## config.mk

```make
export PLATFORM = sky130hd
export DESIGN_NAME = disk_block_allocation_map
export DESIGN_NICKNAME = d
export VERILOG_FILES = /design/src/rtl/dbam_pkg.sv /design/src/rtl/dbam_store.sv /design/src/rtl/disk_block_allocation_map.sv
export SDC_FILE = /design/constraint.sdc
export NUM_CORES = 2
export LEC_CHECK = 0
export BUFFER_PORTS_ARGS = -buffer_cell sky130_fd_sc_hd__buf_4
export CORE_MARGIN = 2
export CORE_UTILIZATION = 54
export CTS_CLUSTER_DIAMETER = 80
export DETAILED_ROUTE_END_ITERATION = 10
export PLACE_DENSITY_LB_ADDON = 0.25
export REMOVE_ABC_BUFFERS = 1
export SLEW_MARGIN = 10
export SYNTH_ARGS = -nofsm -noshare
export SYNTH_HDL_FRONTEND = slang
export SYNTH_HIERARCHICAL = 1
export SYNTH_SLANG_ARGS = --single-unit
```

## constraint.sdc

```tcl
create_clock -name clk -period 22.5 [get_ports clk]
set_input_delay 5.625 -clock clk [delete_from_list [all_inputs] [get_ports clk]]
set_output_delay 5.625 -clock clk [all_outputs]
set_load 0.1 [all_outputs]
```

## src/rtl/dbam_pkg.sv

```systemverilog
// ----------------------------------------------------------------------------
// dbam_pkg
// shared types and constants for the disk block allocation map
// ----------------------------------------------------------------------------
package dbam_pkg;

    localparam int TRACK_COUNT_DEF = 80;
    localparam int SECTORS_DEF     = 40;

    // system track sectors below this one are reserved
    localparam int FIRST_SPARE   = 4;
    localparam int RESERVED_LAST = 3;

    localparam int LOAD_MAP_W = 40;

    localparam logic [1:0] KIND_ALLOC = 2'd0;
    localparam logic [1:0] KIND_FREE  = 2'd1;
    localparam logic [1:0] KIND_LOAD  = 2'd2;
    localparam logic [1:0] KIND_NOP   = 2'd3;

    typedef struct packed {
        logic [1:0]            kind;
        logic [7:0]            track;
        logic [7:0]            sector;
        logic [7:0]            load_count;
        logic [LOAD_MAP_W-1:0] load_map;
    } req_t;

    typedef struct packed {
        logic       ok;
        logic [6:0] got_track;
        logic [5:0] got_sector;
    } rsp_t;

endpackage

```

## src/rtl/dbam_store.sv

```systemverilog
// ----------------------------------------------------------------------------
// dbam_store
// per-track free map and free count, one read and one write port, with a
// valid bit per track so that unwritten tracks read as a blank disk
// ----------------------------------------------------------------------------
module dbam_store #(
    parameter int TRACK_COUNT       = dbam_pkg::TRACK_COUNT_DEF,
    parameter int SECTORS_PER_TRACK = dbam_pkg::SECTORS_DEF
) (
    input  logic                                  clk,
    input  logic                                  rst_n,
    input  logic [$clog2(TRACK_COUNT)-1:0]        rd_addr,
    output logic [SECTORS_PER_TRACK+7:0]          rd_entry,
    input  logic                                  wr_en,
    input  logic [$clog2(TRACK_COUNT)-1:0]        wr_addr,
    input  logic [SECTORS_PER_TRACK+7:0]          wr_entry
);

    localparam int AW       = $clog2(TRACK_COUNT);
    localparam int EW       = SECTORS_PER_TRACK + 8;
    localparam int SYS_LAST = TRACK_COUNT / 2 - 1;
    localparam logic [SECTORS_PER_TRACK-1:0] SPARE_MASK =
        SECTORS_PER_TRACK'(2 ** dbam_pkg::FIRST_SPARE - 1);

    logic [EW-1:0]          mem [TRACK_COUNT];
    logic [EW-1:0]          mem_q_reg;
    logic [AW-1:0]          rd_addr_reg;
    logic [TRACK_COUNT-1:0] valid_reg;
    logic                   hit_valid_reg;

    logic [SECTORS_PER_TRACK-1:0] blank_map;
    logic [7:0]                   blank_count;

    always_ff @(posedge clk)
    begin
        if (wr_en)
        begin
            mem[wr_addr] <= wr_entry;
        end
        mem_q_reg   <= mem[rd_addr];
        rd_addr_reg <= rd_addr;
    end

    always_ff @(posedge clk or negedge rst_n)
    begin
        if (!rst_n)
        begin
            valid_reg     <= '0;
            hit_valid_reg <= 1'b0;
        end
        else
        begin
            if (wr_en)
            begin
                valid_reg[wr_addr] <= 1'b1;
            end
            hit_valid_reg <= valid_reg[rd_addr];
        end
    end

    // blank-format contents of the track just read
    always_comb
    begin
        if (rd_addr_reg == AW'(SYS_LAST))
        begin
            blank_map   = ~SPARE_MASK;
            blank_count = 8'(SECTORS_PER_TRACK - dbam_pkg::FIRST_SPARE);
        end
        else
        begin
            blank_map   = '1;
            blank_count = 8'(SECTORS_PER_TRACK);
        end
    end

    assign rd_entry = hit_valid_reg ? mem_q_reg : {blank_count, blank_map};

endmodule

```

## src/rtl/disk_block_allocation_map.sv

```systemverilog
// ----------------------------------------------------------------------------
// disk_block_allocation_map
// free sector allocator over a per-track bitmap and free count
// ----------------------------------------------------------------------------
//   channel   signals                      direction   width
//   request   req_valid, req_stall, req    in          2+8+8+8+40
//   response  rsp_valid, rsp_stall, rsp    out         1+7+6
//
// load, refused and no-op requests answer straight from idle; free reads the track entry, then answers
// allocate scans the tracks: one track entry is read from the
// store per cycle, upper tracks first, system track last
// reset is asynchronous; per-track valid bits make the store read as a blank
// disk right away, with no clearing pass
// a new request is taken only when idle and the response register is free
// or being taken in the same cycle
module disk_block_allocation_map #(
    parameter int TRACK_COUNT       = dbam_pkg::TRACK_COUNT_DEF,
    parameter int SECTORS_PER_TRACK = dbam_pkg::SECTORS_DEF
) (
    input  logic            clk,
    input  logic            rst_n,
    input  logic            req_valid,
    output logic            req_stall,
    input  dbam_pkg::req_t  req,
    output logic            rsp_valid,
    input  logic            rsp_stall,
    output dbam_pkg::rsp_t  rsp
);

    localparam int SPT      = SECTORS_PER_TRACK;
    localparam int AW       = $clog2(TRACK_COUNT);
    localparam int SW       = $clog2(SPT);
    localparam int EW       = SPT + 8;
    localparam int SYS_ADDR = TRACK_COUNT / 2;
    localparam int SYS_LAST = TRACK_COUNT / 2 - 1;
    localparam logic [SPT-1:0] SPARE_MASK = SPT'(2 ** dbam_pkg::FIRST_SPARE - 1);

    localparam logic [1:0] ST_IDLE = 2'd0;
    localparam logic [1:0] ST_FREE = 2'd1;
    localparam logic [1:0] ST_SCAN = 2'd2;

    function automatic logic [SW-1:0] encode(input logic [SPT-1:0] oh);
        logic [SW-1:0] r;
        r = '0;
        for (int i = 0; i < SPT; i++)
        begin
            if (oh[i])
            begin
                r = r | SW'(i);
            end
        end
        return r;
    endfunction

    function automatic logic [AW-1:0] next_addr(input logic [AW-1:0] a);
        return (a == AW'(TRACK_COUNT - 1)) ? '0 : AW'(a + 1'b1);
    endfunction

    logic [1:0]     state_reg, state_next;
    logic [AW-1:0]  cur_addr_reg, cur_addr_next;
    logic [AW-1:0]  scan_addr_reg, scan_addr_next;
    logic [SW-1:0]  sec_reg, sec_next;
    logic           rsp_valid_reg, rsp_valid_next;
    dbam_pkg::rsp_t rsp_reg, rsp_next;

    logic           accept;
    logic           rsp_taken;
    logic           trk_ok, sec_ok, reserved;
    logic [AW-1:0]  trk_addr;
    logic [63:0]    lmap_ext;

    logic [AW-1:0]  rd_addr;
    logic [EW-1:0]  rd_entry;
    logic           wr_en;
    logic [AW-1:0]  wr_addr;
    logic [EW-1:0]  wr_entry;

    logic [SPT-1:0] cur_map, cand, isolate, sec_bit;
    logic [7:0]     cur_count;
    logic           last_track, scan_hit;
    logic [7:0]     got_trk_w;

    dbam_store #(
        .TRACK_COUNT       (TRACK_COUNT),
        .SECTORS_PER_TRACK (SECTORS_PER_TRACK)
    ) u_store (
        .clk      (clk),
        .rst_n    (rst_n),
        .rd_addr  (rd_addr),
        .rd_entry (rd_entry),
        .wr_en    (wr_en),
        .wr_addr  (wr_addr),
        .wr_entry (wr_entry)
    );

    assign rsp_taken = rsp_valid_reg && !rsp_stall;
    assign req_stall = (state_reg != ST_IDLE) || (rsp_valid_reg && rsp_stall);
    assign accept    = req_valid && !req_stall;

    assign trk_ok   = (req.track != 8'd0) && (req.track <= 8'(TRACK_COUNT));
    assign trk_addr = AW'(req.track - 8'd1);
    assign sec_ok   = req.sector < 8'(SPT);
    assign reserved = (trk_addr == AW'(SYS_LAST))
                      && (req.sector <= 8'(dbam_pkg::RESERVED_LAST));
    assign lmap_ext = 64'(req.load_map);

    assign cur_map   = rd_entry[SPT-1:0];
    assign cur_count = rd_entry[EW-1:SPT];

    // the system track is the last resort: spare sectors only, count ignored
    assign last_track = cur_addr_reg == AW'(SYS_LAST);
    assign cand       = last_track ? (cur_map & ~SPARE_MASK) : cur_map;
    assign isolate    = cand & (~cand + 1'b1);
    assign scan_hit   = (cand != '0) && (last_track || cur_count != 8'd0);
    assign got_trk_w  = 8'(cur_addr_reg) + 8'd1;
    assign sec_bit    = SPT'(1) << sec_reg;

    always_comb
    begin
        unique case (state_reg)
            ST_IDLE: rd_addr = (req.kind == dbam_pkg::KIND_FREE) ? trk_addr : AW'(SYS_ADDR);
            ST_SCAN: rd_addr = scan_addr_reg;
            default: rd_addr = cur_addr_reg;
        endcase
    end

    always_comb
    begin
        state_next     = state_reg;
        cur_addr_next  = cur_addr_reg;
        scan_addr_next = scan_addr_reg;
        sec_next       = sec_reg;
        rsp_valid_next = rsp_taken ? 1'b0 : rsp_valid_reg;
        rsp_next       = rsp_reg;
        wr_en          = 1'b0;
        wr_addr        = cur_addr_reg;
        wr_entry       = rd_entry;

        unique case (state_reg)
            ST_IDLE:
            begin
                if (accept)
                begin
                    unique case (req.kind)
                        dbam_pkg::KIND_ALLOC:
                        begin
                            state_next     = ST_SCAN;
                            cur_addr_next  = AW'(SYS_ADDR);
                            scan_addr_next = next_addr(AW'(SYS_ADDR));
                        end
                        dbam_pkg::KIND_FREE:
                        begin
                            if (trk_ok && sec_ok && !reserved)
                            begin
                                state_next    = ST_FREE;
                                cur_addr_next = trk_addr;
                                sec_next      = SW'(req.sector);
                            end
                            else
                            begin
                                rsp_valid_next = 1'b1;
                                rsp_next       = '0;
                            end
                        end
                        dbam_pkg::KIND_LOAD:
                        begin
                            wr_en          = trk_ok;
                            wr_addr        = trk_addr;
                            wr_entry       = {req.load_count, lmap_ext[SPT-1:0]};
                            rsp_valid_next = 1'b1;
                            rsp_next       = '0;
                            rsp_next.ok    = trk_ok;
                        end
                        default:
                        begin
                            rsp_valid_next = 1'b1;
                            rsp_next       = '0;
                        end
                    endcase
                end
            end
            ST_FREE:
            begin
                // already free: answer ok and leave the entry alone
                wr_en          = (cur_map & sec_bit) == '0;
                wr_entry       = {cur_count + 8'd1, cur_map | sec_bit};
                rsp_valid_next = 1'b1;
                rsp_next       = '0;
                rsp_next.ok    = 1'b1;
                state_next     = ST_IDLE;
            end
            ST_SCAN:
            begin
                if (scan_hit)
                begin
                    wr_en               = 1'b1;
                    wr_entry            = {cur_count - 8'd1, cur_map & ~isolate};
                    rsp_valid_next      = 1'b1;
                    rsp_next.ok         = 1'b1;
                    rsp_next.got_track  = got_trk_w[6:0];
                    rsp_next.got_sector = 6'(encode(isolate));
                    state_next          = ST_IDLE;
                end
                else if (last_track)
                begin
                    rsp_valid_next = 1'b1;
                    rsp_next       = '0;
                    state_next     = ST_IDLE;
                end
                else
                begin
                    cur_addr_next  = scan_addr_reg;
                    scan_addr_next = next_addr(scan_addr_reg);
                end
            end
            default:
            begin
                state_next = ST_IDLE;
            end
        endcase
    end

    always_ff @(posedge clk or negedge rst_n)
    begin
        if (!rst_n)
        begin
            state_reg     <= ST_IDLE;
            rsp_valid_reg <= 1'b0;
        end
        else
        begin
            state_reg     <= state_next;
            rsp_valid_reg <= rsp_valid_next;
        end
    end

    always_ff @(posedge clk)
    begin
        cur_addr_reg  <= cur_addr_next;
        scan_addr_reg <= scan_addr_next;
        sec_reg       <= sec_next;
        rsp_reg       <= rsp_next;
    end

    assign rsp_valid = rsp_valid_reg;
    assign rsp       = rsp_reg;

    // a store write during the scan always comes with a successful response
    a_scan_write_ok: assert property (@(posedge clk) disable iff (!rst_n)
        (state_reg == ST_SCAN && wr_en) |=> (rsp_valid_reg && rsp_reg.ok))
        else $error("scan write without successful response");

    // the scan only gives up on the system track
    a_scan_continues: assert property (@(posedge clk) disable iff (!rst_n)
        (state_reg == ST_SCAN && !scan_hit && !last_track) |=> (state_reg == ST_SCAN))
        else $error("scan ended early");

    // every new response leaves the sequencer idle
    a_rsp_idle: assert property (@(posedge clk) disable iff (!rst_n)
        $rose(rsp_valid_reg) |-> (state_reg == ST_IDLE))
        else $error("response while busy");

    // scan address stays inside the track range
    a_addr_range: assert property (@(posedge clk) disable iff (!rst_n)
        (state_reg == ST_SCAN) |-> (cur_addr_reg < AW'(TRACK_COUNT - 1)
                                    || cur_addr_reg == AW'(TRACK_COUNT - 1)))
        else $error("scan address out of range");

endmodule
```

==> metrics.yaml <==
outcome: "completed"
final_nets: 7693
routabilityCongestion: 0.9675
drtIter0Drc: 14020
antenna_found_initial: 33
drt-pass1-iter-count: 6
dr_total_vias: 81370
fmax_mhz: 84.36
ys_warn_count: 6
holdPathEnd: "u_store/valid_reg[23]$_DFFE_PN0P_"
row_count: 197
clkTransAtPathRegs_ns: 0.06
finalCritPeriodShare_pct: 52.68
r2r_end: "u_store/mem[39][0]$_DFFE_PP_"
fin_cells: 11750
first_global_vias: 80130
portBuffers: 85
worst_setup_path_end_kind: "primary output"
cts_setup_buffers: 0
hold_viol: 0
slew_headroom_pct: 5.301
cts_root_buffer: "clkbuf_16"
drcViolationCount: 0
synthFlopType: "edfxtp_1"
fp.dieW_um: 541.8
drive_gt1_share_pct: 28.20
dieArea_sq_um: 293600
holdWs_ns: 0.4639
required_ns: 16.88
cts_buffer_depth: 4
drt-wirelength-per-cell_um: 38.34
power_density_nw_per_um2: 145.2
gr-total-overflow: 0
cts.hold.buffers_added: 0
cts_sinks: 4013
grt_usage_pct: 30.70
synth_edf_count: 3874
start_kind: "input port"
grt_pass1_wl_um: 625900
criticalPathCategory: "input port to primary output"
grt_start_max_net_pins: 124
postSynthCellCount: 7263
clkLatencyLatePin_ns: 0.98
ctsResizeCount: 0
final.setup_skew_ns: 0.06028
async_flop_share_pct: 2.093
synth_area_sq_um: 156200
maxCapViolCount: 0
p_leak_nw: 53.73
cts_max_level: 5
vias_per_cell: 6.925
period_needed_ns: 11.85
syn_avg_cell_area_sq_um: 21.51
hold_class: "register to register"
reg2reg_depth: 14
dp_cells: 11000
antenna_left: 0
crit_arrival_ns: 6.23
tightest_slew_ns: 1.412
tritoncts: "yes"
ir_drop_mv: 0.1263
synth-seq-area-share_pct: 76.53
grt_setup_unrepaired: "false"
seqCellArea_sq_um: 119500
path_max_fanout: 7
area_growth_pct: 12.39
timing.rr.start: "u_store/hit_valid_reg$_DFF_PN0_"
cts_inserted_buffers: 393
die_h_um: 541.8
r2r_setup_slack_ns: 14.91
whs_path_depth: 1
netlist-cell-type-count: 83
pin_count: 86
fill_cells: 19600
setup_viol: 0
hpwlAfterDp_um: 258900
largest_reg_flops: 3840
initial_core_util_pct: 54.26
finalMaxSlewViolations: 0
synth-seq-cells: 4013
min-delay-start: "u_store/valid_reg[23]$_DFFE_PN0P_"
multi_input_area_sq_um: 35450
finalWirelength_um: 450500
coreArea_sq_um: 287900
[Yosys cell counts, drive strengths merged, types with 30 or more instances]
| library cell | n | area (sq um) |
|---|---|---|
| nor2 | 200 | 750.7 |
| nand3 | 38 | 190.2 |
| o22ai | 113 | 706.9 |
| nand2 | 173 | 649.4 |
| nor3 | 68 | 340.3 |
| o21ai | 125 | 629.3 |
| clkbuf | 198 | 743.2 |
| mux2i | 97 | 970.9 |
| mux4 | 1019 | 22950 |
| or2 | 84 | 525.5 |
| nor2b | 49 | 306.5 |
| dfxtp | 55 | 1101 |
| edfxtp | 3874 | 116300 |
| inv | 36 | 135.1 |
| nand2b | 62 | 387.9 |
| a211oi | 36 | 270.3 |
| a221oi | 55 | 481.7 |
| dfrtp | 84 | 2102 |
| o32a | 30 | 300.3 |
| a21oi | 129 | 645.6 |
| a22oi | 103 | 773.2 |
| buf | 225 | 1509 |
[critical path, stage by stage]
cell	delay [ns]
buf_4	0.08
nand2_1	0.13
nand2_1	0.11
buf_4	0.29
[layer usage]
layer	global-route usage [%]	share of wire [%]	up-vias
met2	46.65	46	5632
met4	13.66	5.2	2
li1	-	-	31530
met1	43.14	36	43260
met3	6.898	13	938
met5	0	0.0024	-
[placed cells by master, fill, tap and decap left out, types with 16 or more instances in the layout]
cell type / count
a211oi_1: 35
o22ai_1: 102
nand2_1: 166
nor4_1: 27
or2_2: 84
clkinv_2: 84
a21oi_1: 124
buf_4: 373
mux2_2: 24
and2_1: 19
o221ai_1: 16
o211ai_1: 27
o21ai_1: 34
edfxtp_1: 3874
mux2i_1: 97
inv_1: 33
clkbuf_1: 80
o21ai_0: 86
dfrtp_1: 83
nor2_1: 117
nand3_1: 38
nor2b_1: 45
nand2b_1: 61
nor3_1: 64
diode_2: 23
bufinv_16: 33
mux4_2: 1019
clkinv_1: 76
nor2_4: 82
o32a_1: 30
clkbuf_16: 394
clkinvlp_4: 16
a221oi_1: 55
dfxtp_1: 55
a22oi_1: 103
[metrics by stage]
stage	utilization, %	worst slack [ns]	area (sq um)	total power (W)	setup TNS (ns)
after global placement	56.54	10.63	162800	0.01876	0
final	60.98	10.65	175600	0.02549	0
after CTS	60.96	10.64	175500	0.02539	0
after floorplan	-	-71.53	153900	0.02137	-3477.52
after global routing	60.97	10.60	175500	0.02621	0
after detailed placement	56.54	10.64	162800	0.01897	0
[report_power, final]
part,switching [W],internal (W)
clock network,0.00282,0.00366
registers,0.000140,0.0100
logic,0.00587,0.00299
total,0.00883,0.0167
[logic make-up (layout without fill, tap and decap cells)]
kind of cell | Yosys count | count (layout) | synth area share (%)
and+or+nand+nor | 802 | 802 | 2.603
adders and majority gates | 9 | 9 | 0.07209
AOI/OAI and AO/OA | 823 | 823 | 3.691
other | 0 | 23 | 0
xor gates and xnor gates | 16 | 16 | 0.08971
muxes | 1140 | 1140 | 15.49
DFF | 4013 | 4013 | 76.53
buffers and inverters | 460 | 1143 | 1.531
[how the worst max path moves through the flow]
| stage | start | to | slack [ns] | depth (start not counted) |
|---|---|---|---|---|
| 2_1_floorplan | req[64] | u_store/mem_q_reg[40]$_DFF_P_ | -71.53 | 9 |
| 3_3_place_gp | rsp_stall | req_stall | 10.63 | 4 |
| 3_5_place_dp | rsp_stall | req_stall | 10.64 | 4 |
| 4_1_cts | rsp_stall | req_stall | 10.64 | 4 |
| 5_1_grt | rsp_stall | req_stall | 10.60 | 4 |
| 6_report | rsp_stall | req_stall | 10.65 | 4 |
[cell type report]
| type | count | share of cell area, % |
|---|---|---|
| clock inverter | 240 | 1.353 |
| inverter | 37 | 0.08339 |
| multi-input combinational | 2790 | 20.19 |
| clock buffer | 487 | 5.889 |
| sequential | 4013 | 68.09 |
| tap | 3781 | 2.695 |
| antenna | 23 | 0.03278 |
| timing repair buffer | 379 | 1.663 |
No activity file was read; power rests on OpenSTA's default activity.
